`src/hw/rtl/assert_macros.svh`:
```
// ----------------------------------------------------------------------------
// assert_macros.svh : concurrent assertion helpers
// Clocked on clk, disabled while rst_n is low. ASSERT_OFF removes them.
// ----------------------------------------------------------------------------
`ifndef ASSERT_MACROS_SVH
`define ASSERT_MACROS_SVH

`ifndef ASSERT_OFF
`define ASSERT_ALWAYS(lbl, expr, msg) \
    lbl: assert property (@(posedge clk) disable iff (!rst_n) (expr)) else $error(msg);
`define ASSERT_NEXT(lbl, ante, cons, msg) \
    lbl: assert property (@(posedge clk) disable iff (!rst_n) (ante) |=> (cons)) \
        else $error(msg);
`else
`define ASSERT_ALWAYS(lbl, expr, msg)
`define ASSERT_NEXT(lbl, ante, cons, msg)
`endif

`endif

```
`src/hw/rtl/prb_pkg.sv`:
```
// ----------------------------------------------------------------------------
// prb_pkg : shared types and constants of the load rebalancer
// Transfer structs and default sizing.
// ----------------------------------------------------------------------------
`timescale 1ns / 1ps

package prb_pkg;

    localparam int MAX_NODES_DEF = 16;
    localparam int FRAC_BITS_DEF = 16;

    localparam logic [16:0] WEIGHT_ONE   = 17'h10000;
    localparam logic [16:0] WEIGHT_RESET = 17'h08000;
    localparam logic [19:0] OUT_MAX      = 20'hFFFFF;

    typedef struct packed {
        logic [15:0] node_items;
        logic [31:0] node_load;
        logic        last_node;
    } rec_t;

    typedef struct packed {
        logic [19:0] new_items;
        logic        sum_mismatch;
        logic        last_result;
    } res_t;

endpackage

```
`src/hw/rtl/proportional_load_rebalancer_core.sv`:
```
// ----------------------------------------------------------------------------
// proportional_load_rebalancer_core : proportional item rebalancer
// Records load at one per cycle; busy stays low until the final record.
// The set then runs up to 3n-1 divisions on the one shared restoring divider,
// then a blend pass of read, two products and add for each node.
// Results are read from the count store and then presented; the receiver cannot stall them.
// Reset clears control state and sets load_weight to 0.5; stores are not cleared.
// ----------------------------------------------------------------------------
`timescale 1ns / 1ps

`include "assert_macros.svh"

module proportional_load_rebalancer_core #(
    parameter int MAX_NODES = prb_pkg::MAX_NODES_DEF,
    parameter int FRAC_BITS = prb_pkg::FRAC_BITS_DEF
) (
    input  logic          clk,
    input  logic          rst_n,
    input  logic          start,
    output logic          busy,
    input  prb_pkg::rec_t node_rec,
    output logic          done,
    output prb_pkg::res_t result,
    input  logic          cfg_we,
    input  logic [16:0]   cfg_data
);

    // ------------------------------------------------------------------
    // Sizing
    // ------------------------------------------------------------------
    localparam int AW    = (MAX_NODES > 1) ? $clog2(MAX_NODES) : 1;
    localparam int NW    = $clog2(MAX_NODES + 1);
    localparam int TI_W  = 16 + $clog2(MAX_NODES);      // item total
    localparam int TL_W  = 32 + $clog2(MAX_NODES);      // raw load total
    localparam int SH_W  = TI_W + FRAC_BITS;            // ideal share
    localparam int RW    = 16 + FRAC_BITS;              // segment fraction
    localparam int MA_W  = (FRAC_BITS > 17) ? FRAC_BITS : 17;
    localparam int MB_W  = (TL_W > SH_W) ? TL_W : SH_W;
    localparam int P_W   = MA_W + MB_W;
    localparam int DVD_W = TL_W + 16 + FRAC_BITS;       // divider dividend
    localparam int DVS_W = 32;
    localparam int DC_W  = $clog2(DVD_W + 1);
    localparam int NUM_W = 49;                          // segment load numerator
    localparam int HD_W  = SH_W + 17;
    localparam int BS_W  = SH_W + 18;
    localparam int V_W   = BS_W - 16 - FRAC_BITS;
    localparam int VX_W  = (V_W + 1 > 20) ? V_W + 1 : 21;
    localparam int BAL_W = FRAC_BITS + 1;
    localparam int NS_W  = 21 + AW;

    localparam logic [BAL_W-1:0] ONE  = {1'b1, {FRAC_BITS{1'b0}}};
    localparam logic [BAL_W:0]   HALF = {2'b01, {(FRAC_BITS-1){1'b0}}};

    // ------------------------------------------------------------------
    // Sequencer
    // ------------------------------------------------------------------
    typedef enum logic [18:0] {
        S_IDLE      = 19'h00001,  // collecting records
        S_TGT       = 19'h00002,  // launch target / uniform share division
        S_TGT_W     = 19'h00004,
        S_SEG_CHK   = 19'h00008,  // next segment or end of this node's fill
        S_SEG_RD    = 19'h00010,
        S_SEG_TEST  = 19'h00020,  // skip empty segment, else high product
        S_SEG_M1    = 19'h00040,  // low product
        S_SEG_M2    = 19'h00080,  // launch segment load / items
        S_SEG_DW    = 19'h00100,
        S_PART_M    = 19'h00200,  // launch partial fraction division
        S_PART_DW   = 19'h00400,
        S_C_END     = 19'h00800,  // store share of the node being filled
        S_FILL_LAST = 19'h01000,  // last node takes what is left
        S_BL_RD     = 19'h02000,
        S_BL_M1     = 19'h04000,
        S_BL_M2     = 19'h08000,
        S_BL_ADD    = 19'h10000,  // blend, error diffusion, saturate
        S_EMIT_RD   = 19'h20000,
        S_EMIT_OUT  = 19'h40000   // result transfer
    } state_t;

    state_t state_reg, state_next;

    logic [16:0]      weight_reg, weight_next;
    logic [NW-1:0]    loaded_reg, loaded_next;
    logic [NW-1:0]    n_reg, n_next;
    logic [TI_W-1:0]  tot_items_reg, tot_items_next;
    logic [TL_W-1:0]  tot_load_reg, tot_load_next;
    logic [NW-1:0]    seg_idx_reg, seg_idx_next;
    logic [NW-1:0]    node_idx_reg, node_idx_next;
    logic             fresh_reg, fresh_next;
    logic [RW-1:0]    cur_rem_reg, cur_rem_next;
    logic [TL_W-1:0]  tgt_rem_reg, tgt_rem_next;
    logic [TL_W-1:0]  target_reg, target_next;
    logic [SH_W-1:0]  acc_reg, acc_next;
    logic [SH_W-1:0]  assigned_reg, assigned_next;
    logic [SH_W-1:0]  uni_share_reg, uni_share_next;
    logic             uniform_reg, uniform_next;
    logic [NUM_W-1:0] num_reg, num_next;
    logic [HD_W-1:0]  hold_reg, hold_next;
    logic [BAL_W-1:0] bal_reg, bal_next;
    logic [NS_W-1:0]  new_sum_reg, new_sum_next;
    logic [AW-1:0]    addr_reg, addr_next;
    logic [P_W-1:0]   prod_reg, prod_next;

    // shared multiplier operands
    logic [MA_W-1:0]  mul_a;
    logic [MB_W-1:0]  mul_b;

    // shared restoring divider, one quotient bit per cycle
    logic [DVD_W-1:0] div_q_reg, div_q_next;
    logic [DVS_W-1:0] div_r_reg, div_r_next;
    logic [DVS_W-1:0] div_dvs_reg, div_dvs_next;
    logic [DC_W-1:0]  div_cnt_reg, div_cnt_next;
    logic             div_busy_reg, div_busy_next;
    logic             div_fin_reg, div_fin_next;
    logic             div_start;
    logic [DVD_W-1:0] div_dvd;
    logic [DVS_W-1:0] div_dvs;
    logic [DVS_W:0]   div_sh;
    logic [DVS_W:0]   div_sub;
    logic             div_ge;

    // stores
    logic [15:0]      item_mem  [MAX_NODES];
    logic [31:0]      load_mem  [MAX_NODES];
    logic [SH_W-1:0]  share_mem [MAX_NODES];
    logic [19:0]      count_mem [MAX_NODES];
    logic [15:0]      rd_items_reg;
    logic [31:0]      rd_load_reg;
    logic [SH_W-1:0]  rd_share_reg;
    logic [19:0]      rd_count_reg;

    logic             share_we;
    logic [AW-1:0]    share_wa;
    logic [SH_W-1:0]  share_wd;
    logic             count_we;

    // datapath terms
    logic             accept;
    logic             rec_final;
    logic [RW-1:0]    r_cur;
    logic [16:0]      w_eff;
    logic [SH_W-1:0]  share_sel;
    logic [BS_W-1:0]  blend_sum;
    logic [FRAC_BITS-1:0] frac;
    logic [V_W-1:0]   whole;
    logic [BAL_W-1:0] cost;
    logic             is_last;
    logic             round_up;
    logic [VX_W-1:0]  v_inc;
    logic [19:0]      v_sat;
    logic             seg_fits;
    logic [TL_W-1:0]  rem_after;
    logic [RW-1:0]    part;

    assign busy      = (state_reg != S_IDLE);
    assign accept    = start && !busy;
    assign rec_final = node_rec.last_node || (loaded_reg == NW'(MAX_NODES - 1));

    assign r_cur     = fresh_reg ? {rd_items_reg, {FRAC_BITS{1'b0}}} : cur_rem_reg;
    assign w_eff     = (weight_reg > prb_pkg::WEIGHT_ONE) ? prb_pkg::WEIGHT_ONE : weight_reg;
    assign share_sel = uniform_reg ? uni_share_reg : rd_share_reg;

    // b = (share*w + (old << FRAC_BITS)*(1-w)) >> 16
    assign blend_sum = BS_W'(hold_reg) + BS_W'({prod_reg[32:0], {FRAC_BITS{1'b0}}});
    assign frac      = blend_sum[16 +: FRAC_BITS];
    assign whole     = blend_sum[BS_W-1:16+FRAC_BITS];
    assign cost      = ONE - {1'b0, frac};
    assign is_last   = ((node_idx_reg + NW'(1)) == n_reg);
    // middle nodes round up when the balance exceeds the missing part;
    // the last node rounds to nearest against the remaining balance
    assign round_up  = is_last ? (({2'b00, frac} + {1'b0, bal_reg}) > HALF)
                               : (cost < bal_reg);
    assign v_inc     = VX_W'(whole) + VX_W'(round_up);
    assign v_sat     = (v_inc > VX_W'(prb_pkg::OUT_MAX)) ? prb_pkg::OUT_MAX : v_inc[19:0];

    assign seg_fits  = (div_q_reg <= DVD_W'(tgt_rem_reg));
    assign rem_after = tgt_rem_reg - div_q_reg[TL_W-1:0];
    assign part      = (div_q_reg > DVD_W'(r_cur)) ? r_cur : div_q_reg[RW-1:0];

    assign div_sh    = {div_r_reg, div_q_reg[DVD_W-1]};
    assign div_sub   = div_sh - {1'b0, div_dvs_reg};
    assign div_ge    = (div_sh >= {1'b0, div_dvs_reg});

    assign done                = (state_reg == S_EMIT_OUT);
    assign result.new_items    = rd_count_reg;
    assign result.sum_mismatch = (NS_W'(tot_items_reg) != new_sum_reg);
    assign result.last_result  = is_last;

    // ------------------------------------------------------------------
    // Next-state and datapath control
    // ------------------------------------------------------------------
    always_comb
    begin
        state_next     = state_reg;
        weight_next    = cfg_we ? cfg_data : weight_reg;
        loaded_next    = loaded_reg;
        n_next         = n_reg;
        tot_items_next = tot_items_reg;
        tot_load_next  = tot_load_reg;
        seg_idx_next   = seg_idx_reg;
        node_idx_next  = node_idx_reg;
        fresh_next     = fresh_reg;
        cur_rem_next   = cur_rem_reg;
        tgt_rem_next   = tgt_rem_reg;
        target_next    = target_reg;
        acc_next       = acc_reg;
        assigned_next  = assigned_reg;
        uni_share_next = uni_share_reg;
        uniform_next   = uniform_reg;
        num_next       = num_reg;
        hold_next      = hold_reg;
        bal_next       = bal_reg;
        new_sum_next   = new_sum_reg;
        addr_next      = addr_reg;
        mul_a          = '0;
        mul_b          = '0;
        div_start      = 1'b0;
        div_dvd        = '0;
        div_dvs        = '0;
        share_we       = 1'b0;
        share_wa       = node_idx_reg[AW-1:0];
        share_wd       = acc_reg;
        count_we       = 1'b0;

        case (state_reg)
            S_IDLE:
            begin
                if (accept)
                begin
                    tot_items_next = ((loaded_reg == '0) ? '0 : tot_items_reg)
                                     + TI_W'(node_rec.node_items);
                    tot_load_next  = ((loaded_reg == '0) ? '0 : tot_load_reg)
                                     + TL_W'(node_rec.node_load);
                    if (rec_final)
                    begin
                        n_next      = loaded_reg + NW'(1);
                        loaded_next = '0;
                        state_next  = S_TGT;
                    end
                    else
                    begin
                        loaded_next = loaded_reg + NW'(1);
                    end
                end
            end

            S_TGT:
            begin
                div_start    = 1'b1;
                uniform_next = (tot_load_reg == '0);
                div_dvd      = (tot_load_reg == '0)
                               ? DVD_W'({tot_items_reg, {FRAC_BITS{1'b0}}})
                               : DVD_W'(tot_load_reg);
                div_dvs      = DVS_W'(n_reg);
                state_next   = S_TGT_W;
            end

            S_TGT_W:
            begin
                if (div_fin_reg)
                begin
                    seg_idx_next  = '0;
                    node_idx_next = '0;
                    fresh_next    = 1'b1;
                    assigned_next = '0;
                    acc_next      = '0;
                    if (uniform_reg)
                    begin
                        uni_share_next = div_q_reg[SH_W-1:0];
                        bal_next       = '0;
                        new_sum_next   = '0;
                        addr_next      = '0;
                        state_next     = S_BL_RD;
                    end
                    else
                    begin
                        target_next  = div_q_reg[TL_W-1:0];
                        tgt_rem_next = div_q_reg[TL_W-1:0];
                        state_next   = (n_reg == NW'(1)) ? S_FILL_LAST : S_SEG_CHK;
                    end
                end
            end

            S_SEG_CHK:
            begin
                if (seg_idx_reg == n_reg)
                begin
                    state_next = S_C_END;
                end
                else
                begin
                    addr_next  = seg_idx_reg[AW-1:0];
                    state_next = S_SEG_RD;
                end
            end

            S_SEG_RD:
            begin
                state_next = S_SEG_TEST;
            end

            S_SEG_TEST:
            begin
                mul_a = MA_W'(r_cur[RW-1:FRAC_BITS]);
                mul_b = MB_W'(rd_load_reg);
                if (rd_items_reg == '0 || r_cur == '0)
                begin
                    seg_idx_next = seg_idx_reg + NW'(1);
                    fresh_next   = 1'b1;
                    state_next   = S_SEG_CHK;
                end
                else
                begin
                    state_next = S_SEG_M1;
                end
            end

            S_SEG_M1:
            begin
                num_next   = prod_reg[NUM_W-1:0];
                mul_a      = MA_W'(r_cur[FRAC_BITS-1:0]);
                mul_b      = MB_W'(rd_load_reg);
                state_next = S_SEG_M2;
            end

            S_SEG_M2:
            begin
                div_start  = 1'b1;
                div_dvd    = DVD_W'(num_reg + NUM_W'(prod_reg[FRAC_BITS +: 32]));
                div_dvs    = DVS_W'(rd_items_reg);
                state_next = S_SEG_DW;
            end

            S_SEG_DW:
            begin
                mul_a = MA_W'(rd_items_reg);
                mul_b = MB_W'(tgt_rem_reg);
                if (div_fin_reg)
                begin
                    if (seg_fits)
                    begin
                        acc_next     = acc_reg + SH_W'(r_cur);
                        tgt_rem_next = rem_after;
                        seg_idx_next = seg_idx_reg + NW'(1);
                        fresh_next   = 1'b1;
                        state_next   = (rem_after == '0) ? S_C_END : S_SEG_CHK;
                    end
                    else
                    begin
                        state_next = S_PART_M;
                    end
                end
            end

            S_PART_M:
            begin
                div_start  = 1'b1;
                div_dvd    = {prod_reg[TL_W+15:0], {FRAC_BITS{1'b0}}};
                div_dvs    = rd_load_reg;
                state_next = S_PART_DW;
            end

            S_PART_DW:
            begin
                if (div_fin_reg)
                begin
                    acc_next     = acc_reg + SH_W'(part);
                    cur_rem_next = r_cur - part;
                    fresh_next   = 1'b0;
                    tgt_rem_next = '0;
                    state_next   = S_C_END;
                end
            end

            S_C_END:
            begin
                share_we      = 1'b1;
                assigned_next = assigned_reg + acc_reg;
                node_idx_next = node_idx_reg + NW'(1);
                acc_next      = '0;
                tgt_rem_next  = target_reg;
                state_next    = ((node_idx_reg + NW'(2)) < n_reg) ? S_SEG_CHK : S_FILL_LAST;
            end

            S_FILL_LAST:
            begin
                share_we      = 1'b1;
                share_wa      = AW'(n_reg - NW'(1));
                share_wd      = {tot_items_reg, {FRAC_BITS{1'b0}}} - assigned_reg;
                node_idx_next = '0;
                bal_next      = '0;
                new_sum_next  = '0;
                addr_next     = '0;
                state_next    = S_BL_RD;
            end

            S_BL_RD:
            begin
                state_next = S_BL_M1;
            end

            S_BL_M1:
            begin
                mul_a      = MA_W'(w_eff);
                mul_b      = MB_W'(share_sel);
                state_next = S_BL_M2;
            end

            S_BL_M2:
            begin
                hold_next  = prod_reg[HD_W-1:0];
                mul_a      = MA_W'(prb_pkg::WEIGHT_ONE - w_eff);
                mul_b      = MB_W'(rd_items_reg);
                state_next = S_BL_ADD;
            end

            S_BL_ADD:
            begin
                count_we     = 1'b1;
                new_sum_next = new_sum_reg + NS_W'(v_sat);
                if (!is_last)
                begin
                    bal_next = round_up ? (bal_reg - cost) : (bal_reg + BAL_W'(frac));
                end
                if (is_last)
                begin
                    node_idx_next = '0;
                    addr_next     = '0;
                    state_next    = S_EMIT_RD;
                end
                else
                begin
                    node_idx_next = node_idx_reg + NW'(1);
                    addr_next     = AW'(node_idx_reg + NW'(1));
                    state_next    = S_BL_RD;
                end
            end

            S_EMIT_RD:
            begin
                state_next = S_EMIT_OUT;
            end

            S_EMIT_OUT:
            begin
                if (is_last)
                begin
                    state_next = S_IDLE;
                end
                else
                begin
                    node_idx_next = node_idx_reg + NW'(1);
                    addr_next     = AW'(node_idx_reg + NW'(1));
                    state_next    = S_EMIT_RD;
                end
            end

            default:
            begin
                state_next = S_IDLE;
            end
        endcase
    end

    // shared multiplier, registered product
    assign prod_next = {{MB_W{1'b0}}, mul_a} * {{MA_W{1'b0}}, mul_b};

    // divider step
    always_comb
    begin
        div_q_next    = div_q_reg;
        div_r_next    = div_r_reg;
        div_dvs_next  = div_dvs_reg;
        div_cnt_next  = div_cnt_reg;
        div_busy_next = div_busy_reg;
        div_fin_next  = 1'b0;
        if (div_start)
        begin
            div_q_next    = div_dvd;
            div_r_next    = '0;
            div_dvs_next  = div_dvs;
            div_cnt_next  = DC_W'(DVD_W);
            div_busy_next = 1'b1;
        end
        else if (div_busy_reg)
        begin
            div_q_next   = {div_q_reg[DVD_W-2:0], div_ge};
            div_r_next   = div_ge ? div_sub[DVS_W-1:0] : div_sh[DVS_W-1:0];
            div_cnt_next = div_cnt_reg - DC_W'(1);
            if (div_cnt_reg == DC_W'(1))
            begin
                div_busy_next = 1'b0;
                div_fin_next  = 1'b1;
            end
        end
    end

    // ------------------------------------------------------------------
    // Registers
    // ------------------------------------------------------------------
    always_ff @(posedge clk or negedge rst_n)
    begin
        if (!rst_n)
        begin
            state_reg    <= S_IDLE;
            weight_reg   <= prb_pkg::WEIGHT_RESET;
            loaded_reg   <= '0;
            n_reg        <= '0;
            seg_idx_reg  <= '0;
            node_idx_reg <= '0;
            fresh_reg    <= 1'b1;
            uniform_reg  <= 1'b0;
            bal_reg      <= '0;
            div_cnt_reg  <= '0;
            div_busy_reg <= 1'b0;
            div_fin_reg  <= 1'b0;
        end
        else
        begin
            state_reg    <= state_next;
            weight_reg   <= weight_next;
            loaded_reg   <= loaded_next;
            n_reg        <= n_next;
            seg_idx_reg  <= seg_idx_next;
            node_idx_reg <= node_idx_next;
            fresh_reg    <= fresh_next;
            uniform_reg  <= uniform_next;
            bal_reg      <= bal_next;
            div_cnt_reg  <= div_cnt_next;
            div_busy_reg <= div_busy_next;
            div_fin_reg  <= div_fin_next;
        end
    end

    always_ff @(posedge clk)
    begin
        tot_items_reg <= tot_items_next;
        tot_load_reg  <= tot_load_next;
        cur_rem_reg   <= cur_rem_next;
        tgt_rem_reg   <= tgt_rem_next;
        target_reg    <= target_next;
        acc_reg       <= acc_next;
        assigned_reg  <= assigned_next;
        uni_share_reg <= uni_share_next;
        num_reg       <= num_next;
        hold_reg      <= hold_next;
        new_sum_reg   <= new_sum_next;
        addr_reg      <= addr_next;
        prod_reg      <= prod_next;
        div_q_reg     <= div_q_next;
        div_r_reg     <= div_r_next;
        div_dvs_reg   <= div_dvs_next;
    end

    // stores: one write and one registered read each
    always_ff @(posedge clk)
    begin
        if (accept)
        begin
            item_mem[loaded_reg[AW-1:0]] <= node_rec.node_items;
            load_mem[loaded_reg[AW-1:0]] <= node_rec.node_load;
        end
        if (share_we)
        begin
            share_mem[share_wa] <= share_wd;
        end
        if (count_we)
        begin
            count_mem[node_idx_reg[AW-1:0]] <= v_sat;
        end
        rd_items_reg <= item_mem[addr_reg];
        rd_load_reg  <= load_mem[addr_reg];
        rd_share_reg <= share_mem[addr_reg];
        rd_count_reg <= count_mem[addr_reg];
    end

    // ------------------------------------------------------------------
    // Assertions
    // ------------------------------------------------------------------
    `ASSERT_ALWAYS(a_div_no_restart, !(div_start && div_busy_reg), "divider restarted")
    `ASSERT_ALWAYS(a_bal_range, bal_reg <= ONE, "diffusion balance above one")
    `ASSERT_ALWAYS(a_seg_bound, (state_reg != S_SEG_CHK) || (seg_idx_reg <= n_reg), "seg past set")
    `ASSERT_NEXT(a_last_frees, done && result.last_result, !busy, "busy after final result")

endmodule

```
`config.mk`:
```
export PLATFORM = sky130hd
export DESIGN_NAME = proportional_load_rebalancer_core
export DESIGN_NICKNAME = d
export VERILOG_FILES = /design/src/hw/rtl/prb_pkg.sv /design/src/hw/rtl/proportional_load_rebalancer_core.sv
export VERILOG_INCLUDE_DIRS = /design/src /design/src/hw/rtl
export SDC_FILE = /design/constraint.sdc
export NUM_CORES = 2
export LEC_CHECK = 0
export BUFFER_PORTS_ARGS = -buffer_cell sky130_fd_sc_hd__buf_4
export CAP_MARGIN = 20
export CORE_MARGIN = 5
export CORE_UTILIZATION = 60
export CTS_BUF_LIST = sky130_fd_sc_hd__clkbuf_4 sky130_fd_sc_hd__clkbuf_8
export DETAILED_ROUTE_END_ITERATION = 7
export PLACE_DENSITY = 0.79
export SLEW_MARGIN = 20
export SYNTH_ARGS = -nofsm -noshare
export SYNTH_HDL_FRONTEND = slang
export SYNTH_SLANG_ARGS = --single-unit
```
`constraint.sdc`:
```
create_clock -name clk -period 11.5 [get_ports clk]
set_input_delay 1.725 -clock clk [delete_from_list [all_inputs] [get_ports clk]]
set_output_delay 1.725 -clock clk [all_outputs]
set_load 0.05 [all_outputs]
```
; ---- Yosys cells after proc, flatten, opt, wreduce, memory -nomap -nowiden
; Memories as Yosys holds them, arrays and structs flattened. A register that Yosys moved wholly into a read port is not among the register bits.
; Cells that the tools add are included.
; W data, S select, Z words.
[classes]
n_addsub = 24
multipliers = 1
n_lt_le_gt_ge = 8
n_eq_ne = 38
n_mux = 90
bitwise_logic = 1
n_reduce_logical = 35
[op_table]
columns = cell, count
row1 = $mux W36, 12
row2 = $pmux W36 S4, 3
row3 = $pmux W19 S19, 1
row4 = $pmux W68 S3, 1
row5 = $mux W68, 2
row6 = $add A36 B32 Y36, 3
row7 = $mux W32, 3
row8 = $pmux W32 S3, 1
row9 = $mux W19, 5
row10 = $mux W17, 5
row11 = $pmux W17 S5, 1
row12 = $pmux W25 S3, 1
row13 = $logic_not A36 Y1, 2
row14 = $pmux W36 S2, 1
row15 = $sub A36 B36 Y36, 2
row16 = $gt A68 B32 Y1, 1
row17 = $le A68 B36 Y1, 1
row18 = $sub A32 B32 Y32, 2
row19 = $add A53 B49 Y54, 1
row20 = $mul A17 B36 Y53, 1
row21 = $pmux W17 S3, 1
row22 = $add A49 B32 Y50, 1
row23 = $mux W25, 2
row24 = $mux W20, 2
row25 = other kinds (75), 142
[totals]
regBits = 668
ramBits = 1664
input_bits = 70
output_inout_bits = 24
mem_count = 4
[mem_list]
columns = memory, depth, width, read_ports, rd_ports_with_merged_regs, wr, line
row1 = share_mem, 16, 36, 1, 1, 1, proportional_load_rebalancer_core.sv:124  ; logic [SH_W-1:0] share_mem [MAX_NODES];
row2 = load_mem, 16, 32, 1, 1, 1, proportional_load_rebalancer_core.sv:123  ; logic [31:0] load_mem [MAX_NODES];
row3 = count_mem, 16, 20, 1, 1, 1, proportional_load_rebalancer_core.sv:125  ; logic [19:0] count_mem [MAX_NODES];
row4 = item_mem, 16, 16, 1, 1, 1, proportional_load_rebalancer_core.sv:122  ; logic [15:0] item_mem [MAX_NODES];

; ---- Logic depth before layout (Yosys ltp)
[logic_depth]
depth_word = 9
depth_mapped = 48
mapped_depth_nobuf = 46

; ---- Least setup slack after synthesis
; Ideal clock, no wire load.
[synth_path]
path_kind = flip-flop to flip-flop
from = register state_reg[5]
to = register prod_reg[52]
setup_ns = 0.072
arrival_time_ns = 10.214
required_time_ns = 11.428
slack_ns = 1.214
path_stages_with_launch = 34
path_cell_list = dfrtp_1 > or4_1 > or3_1 > nor3_1 > nand3b_1 > inv_1 > clkbuf_1 > a222oi_1 > o211ai_1 > clkbuf_1 > nand2_1 > fa_1 > fa_1 > inv_1 > fa_1 > inv_1 > fa_1 > inv_1 > fa_1 > fa_1 > ha_1 > a21o_1 > a311o_1 > a221oi_1 > a211oi_1 > o21ai_1 > a21oi_1 > a31o_2 > a41oi_1 > a21oi_1 > nor2_1 > o21ai_0 > a21oi_1 > xnor2_1
[synth_between]
elab_chain_len = 4
word_cells_on_any_way = 9
[synth_rtl]
columns = item, line
row1 = from (decl), proportional_load_rebalancer_core.sv:79  ; state_t state_reg, state_next;
row2 = from (signal assigned), proportional_load_rebalancer_core.sv:519  ; state_reg <= state_next;
row3 = $eq A19 B6 Y1 or $eq A19 B7 Y1 (tied branches), proportional_load_rebalancer_core.sv:224  ; case (state_reg)
row4 = $reduce_or A2 Y1 (no line), -
row5 = $pmux W36 S4, proportional_load_rebalancer_core.sv:224
row6 = $mul A17 B36 Y53 (*), proportional_load_rebalancer_core.sv:465  ; assign prod_next = {{MB_W{1'b0}}, mul_a} * {{MA_W{1'b0}}, mul_b};
row7 = via prod_next[52], proportional_load_rebalancer_core.sv:101  ; logic [P_W-1:0] prod_reg, prod_next;
row8 = to (signal assigned), proportional_load_rebalancer_core.sv:548  ; prod_reg <= prod_next;
row9 = to (decl), proportional_load_rebalancer_core.sv:101
; Mark *: on every way through the listed nets, which the timed path passes. The rest lies on a longest branch.
; A chain may end at the register's enable or synchronous reset.

; ---- Worst setup path in the final report
[layout_path]
from = register weight_reg[7]
to = register prod_reg[51]
[layout_between]
elab_chain_len = 5
[layout_rtl]
columns = item, line
row1 = from (decl), proportional_load_rebalancer_core.sv:81  ; logic [16:0] weight_reg, weight_next;
row2 = from (signal assigned), proportional_load_rebalancer_core.sv:505  ; weight_reg <= prb_pkg::WEIGHT_RESET;
row3 = from (signal assigned), proportional_load_rebalancer_core.sv:520  ; weight_reg <= weight_next;
row4 = $gt A17 B17 Y1, proportional_load_rebalancer_core.sv:159  ; assign w_eff = (weight_reg > prb_pkg::WEIGHT_ONE) ? prb_pkg::WEIGHT_ONE : weight_reg;
row5 = $mux W17 (*), proportional_load_rebalancer_core.sv:159
row6 = $sub A17 B17 Y17, proportional_load_rebalancer_core.sv:411  ; mul_a = MA_W'(prb_pkg::WEIGHT_ONE - w_eff);
row7 = $pmux W17 S5 (*), proportional_load_rebalancer_core.sv:224
row8 = $mul A17 B36 Y53 (*), proportional_load_rebalancer_core.sv:465
row9 = via prod_next[51], proportional_load_rebalancer_core.sv:101
; Marks and branches as above.

==> impl_metrics.json <==
{
  "p_switching_mw": 7.18,
  "totalNegativeSetupSlack_ps": 0,
  "pin_count": 94,
  "async_reset_ff_share_pct": 3.47,
  "reg2reg_from": "weight_reg[7]$_DFFE_PN0P_",
  "critPathRequiredTime_ps": 12460,
  "netlist.area_leader.share_pct": 49.2,
  "p_per_area_nw_per_um2": 164,
  "gp_congestion": 1.04,
  "run_status": "complete, but fails checks",
  "min_path_type": "flop to flop",
  "cp-endpoint": "prod_reg[51]$_DFF_P_",
  "post_drt_via_cell_ratio": 6.56,
  "wl_met2_um": 182000,
  "pwr-share-seq_pct": 46.9,
  "met3_length_um": 50900,
  "setup_viol": 0,
  "crit_slowest_cell": "fa_1",
  "core_area_um2": 217000,
  "synth_area_um2": 131000,
  "max_freq_mhz": 91.3,
  "grt_antenna_before_repair": 48,
  "totalWireLength_um": 401000,
  "max-clock-path-buffers": 4,
  "multi_input_area_um2": 56300,
  "p_leak_nw": 53.9,
  "violations": "design-rule violations",
  "syn2layout_area_growth_pct": 10.1,
  "nNetsFinal": 11300,
  "power_frac_comb_pct": 20.7,
  "h-tree-depth": 5,
  "insertion_delay_ps": 1150,
  "crit_path_start": "weight_reg[7]$_DFFE_PN0P_",
  "p_int_mw": 16.4,
  "path_clk_slew_ps": 60,
  "finalCritPeriodShare_pct": 95.2,
  "synth-seq-cells": 2420,
  "cts-buffers-inserted": 388,
  "dp.cells": 12600,
  "switching_share_pct": 30.4,
  "rows": 171,
  "fin_cells": 13300,
  "portBuffers": 93,
  "die-area_um2": 228000,
  "drv_slew": 0,
  "fillers": 14900,
  "netlist.top_cell.by_area": "edfxtp_1",
  "synth-edff-count": 2147,
  "synthCells": 9803,
  "worst_slew_pin_slew_ps": 1290,
  "vias": 87600,
  "firstDrtPassIters": 8,
  "critical_path_class": "flop to flop",
  "grt_util_all_layers_pct": 34.8,
  "initial_core_util_pct": 60.3,
  "synth.distinct_cells": 106,
  "crit_path_end_kind": "flop",
  "first_iter_violations": 11100,
  "ctsHoldBuffers": 0,
  "cts_tree": "done",
  "drt-wirelength-per-cell_um": 30.0,
  "die-height_um": 477,
  "synth_ff_type": "edfxtp_1",
  "drc": 26,
  "hold_viol": 0,
  "max_slew_margin_pct": 11.3,
  "period_needed_ps": 10950,
  "rsz0062_at_grt": "true",
  "ys.warnings.count": 0,
  "synth_seq_area_share_pct": 53.7,
  "grt_pass1_vias": 87800,
  "worstRegToRegCells": 37,
  "drive_above_1_share_pct": 16.4,
  "clock_skew_ps": 149,
  "seq_area_um2": 70400,
  "postRouteAntennaNets": 0,
  "critPathMaxStageDelay_ps": 560,
  "worst_r2r_endpoint": "prod_reg[51]$_DFF_P_",
  "die_x_um": 477,
  "synthTopCellsByArea": "edfxtp_1, mux4_2, fa_1, ha_1, dfxtp_1",
  "hpwlAfterDp_um": 279000,
  "grt_pass1_wl_um": 583000,
  "power_mw": 23.6,
  "maxCapViolCount": 0,
  "critPathArrivalTime_ps": 11910,
  "syn_area_per_cell_um2": 13.4,
  "grt_overflow": 0,
  "ir_drop_uv": 142,
  "startpoint_type": "flop",
  "top_layer_used": "met5",
  "numClockSinks": 2420,
  "path_max_fanout": 22,
  "largest_register_ffs": 576,
  "synth_nets": 11000,
  "drt-met1-wl_um": 145000,
  "grt_max_degree": 110,
  "power_frac_clock_pct": 32.4,
  "ff2ff_setup_slack_ps": 550,
  "crit_top_cell": "fa_1",
  "largest-register": "share_mem",
  "clockRootBuffer": "clkbuf_8"
}
-- metal layers --
metal | GRT usage (%) | up-vias
met4 | 17.0 | 38
li1 | - | 36800
met3 | 9.92 | 1144
met5 | 0 | -
met2 | 53.5 | 5853
met1 | 46.1 | 43800
-- what timing repair did --
item	CTS	global route
hold endpoints to repair	0	0
setup endpoints to repair	0	5
buffers inserted	0	0
resized for setup	0	3
-- kinds of logic (layout without fill, tap and decap cells) --
family	after synthesis	after routing	synth area share [%]
flops	2420	2420	53.7
buf+inv	1273	1938	3.73
compound gates	1659	1659	8.21
mux	645	645	9.92
simple gates	2261	2261	8.05
xor+xnor	454	454	3.03
fa+ha+maj	1091	1091	13.4
other cells	0	24	0
-- synthesized netlist by cell type, types with 43 or more instances --
| cell | number |
|---|---|
| edfxtp_1 | 2147 |
| inv_1 | 887 |
| nand2_1 | 867 |
| ha_1 | 570 |
| nor2_1 | 551 |
| fa_1 | 521 |
| mux4_2 | 520 |
| a21oi_1 | 437 |
| o21ai_0 | 398 |
| clkbuf_1 | 285 |
| xnor2_1 | 265 |
| a21o_1 | 218 |
| dfxtp_1 | 189 |
| xor2_1 | 189 |
| and2_1 | 113 |
| nor3_1 | 110 |
| nand3_1 | 109 |
| nor2b_1 | 106 |
| mux2i_1 | 90 |
| nand2b_1 | 88 |
| dfrtp_1 | 81 |
| nor4_1 | 63 |
| a22oi_1 | 62 |
| nand4_1 | 59 |
| o21a_1 | 54 |
| o211ai_1 | 47 |
| o21bai_1 | 46 |
| buf_2 | 45 |
| buf_1 | 44 |
| and3_1 | 43 |
-- stage by stage --
stage | worst slack [ps] | util [%] | hold WS, ps | cell area [um^2]
6_report | 549 | 66.4 | 427 | 144000
5_1_grt | -5.29 | 66.4 | 451 | 144000
4_1_cts | 749 | 66.4 | 423 | 144000
3_5_place_dp | 810 | 62.7 | 430 | 136000
3_3_place_gp | 950 | 62.7 | 448 | 136000
2_1_floorplan | 1210 | - | 386 | 131000
-- layout by cell type, fill, tap and decap left out, types with 35 or more instances in the layout --
| cell | synthesis | final |
|---|---|---|
| a21o_1 | 218 | 218 |
| a21oi_1 | 437 | 434 |
| a22oi_1 | 62 | 62 |
| a31oi_1 | 36 | 36 |
| and2_1 | 113 | 109 |
| and3_1 | 43 | 37 |
| buf_4 | 4 | 339 |
| clkbuf_4 | 0 | 139 |
| clkbuf_8 | 0 | 429 |
| clkinv_1 | 2 | 52 |
| clkinv_2 | 0 | 51 |
| dfrtp_1 | 81 | 79 |
| dfxtp_1 | 189 | 189 |
| edfxtp_1 | 2147 | 2147 |
| fa_1 | 521 | 521 |
| ha_1 | 570 | 570 |
| inv_1 | 887 | 884 |
| mux2_2 | 35 | 35 |
| mux2i_1 | 90 | 89 |
| mux4_2 | 520 | 520 |
| nand2_1 | 867 | 865 |
| nand2b_1 | 88 | 84 |
| nand3_1 | 109 | 108 |
| nand4_1 | 59 | 59 |
| nor2_1 | 551 | 517 |
| nor2b_1 | 106 | 105 |
| nor3_1 | 110 | 101 |
| nor4_1 | 63 | 59 |
| o211ai_1 | 47 | 47 |
| o21a_1 | 54 | 54 |
| o21ai_0 | 398 | 394 |
| o21bai_1 | 46 | 46 |
| xnor2_1 | 265 | 265 |
| xor2_1 | 189 | 189 |
-- power groups by stage --
stage | Clock, mW | Combinational, mW | Sequential, mW
3_3_place_gp | 0 | 4.59 | 11.2
3_5_place_dp | 0 | 4.74 | 11.2
6_report | 7.65 | 4.89 | 11.1
2_1_floorplan | 0 | 3.39 | 10.8
4_1_cts | 7.72 | 4.77 | 11.0
5_1_grt | 8.17 | 5.27 | 11.1
-- critical path, delay by kind of cell, from the launching register on --
family                   cells  cell delay [ps]
buffers and inverters        6              910
AO/OA/AOI/OAI               13             3320
adder cells (fa/ha/maj)      8             3840
AND/OR/NAND/NOR              9             2110
flip-flops                   1              480
XOR/XNOR                     1              150
-- how the worst min path moves through the flow --
| stage | startpoint | to | slack (ps) | cells after the start |
|---|---|---|---|---|
| final | prod_reg[51]$_DFF_P_ | hold_reg[51]$_DFFE_PN_ | 430 | 0 |
| after global routing | prod_reg[51]$_DFF_P_ | hold_reg[51]$_DFFE_PN_ | 450 | 0 |
| after CTS | prod_reg[51]$_DFF_P_ | hold_reg[51]$_DFFE_PN_ | 420 | 0 |
| after detailed placement | prod_reg[51]$_DFF_P_ | hold_reg[51]$_DFFE_PN_ | 430 | 0 |
| after global placement | div_r_reg[31]$_SDFFE_PN0P_ | div_r_reg[31]$_SDFFE_PN0P_ | 450 | 2 |
| after floorplan | prod_reg[52]$_DFF_P_ | hold_reg[52]$_DFFE_PN_ | 390 | 0 |
-- area by class of cell --
cell class                      instances  share of cell area [%]
Sequential cell                      2420                    48.7
Timing Repair Buffer                  347                    1.85
Clock buffer                          567                    4.81
Inverter                              890                    2.31
Tap cell                             2854                    2.47
Clock inverter                        134                   0.750
Multi-Input combinational cell       6110                    39.0
Antenna cell                           24                  0.0416
Power figures use the tool's default switching activity.
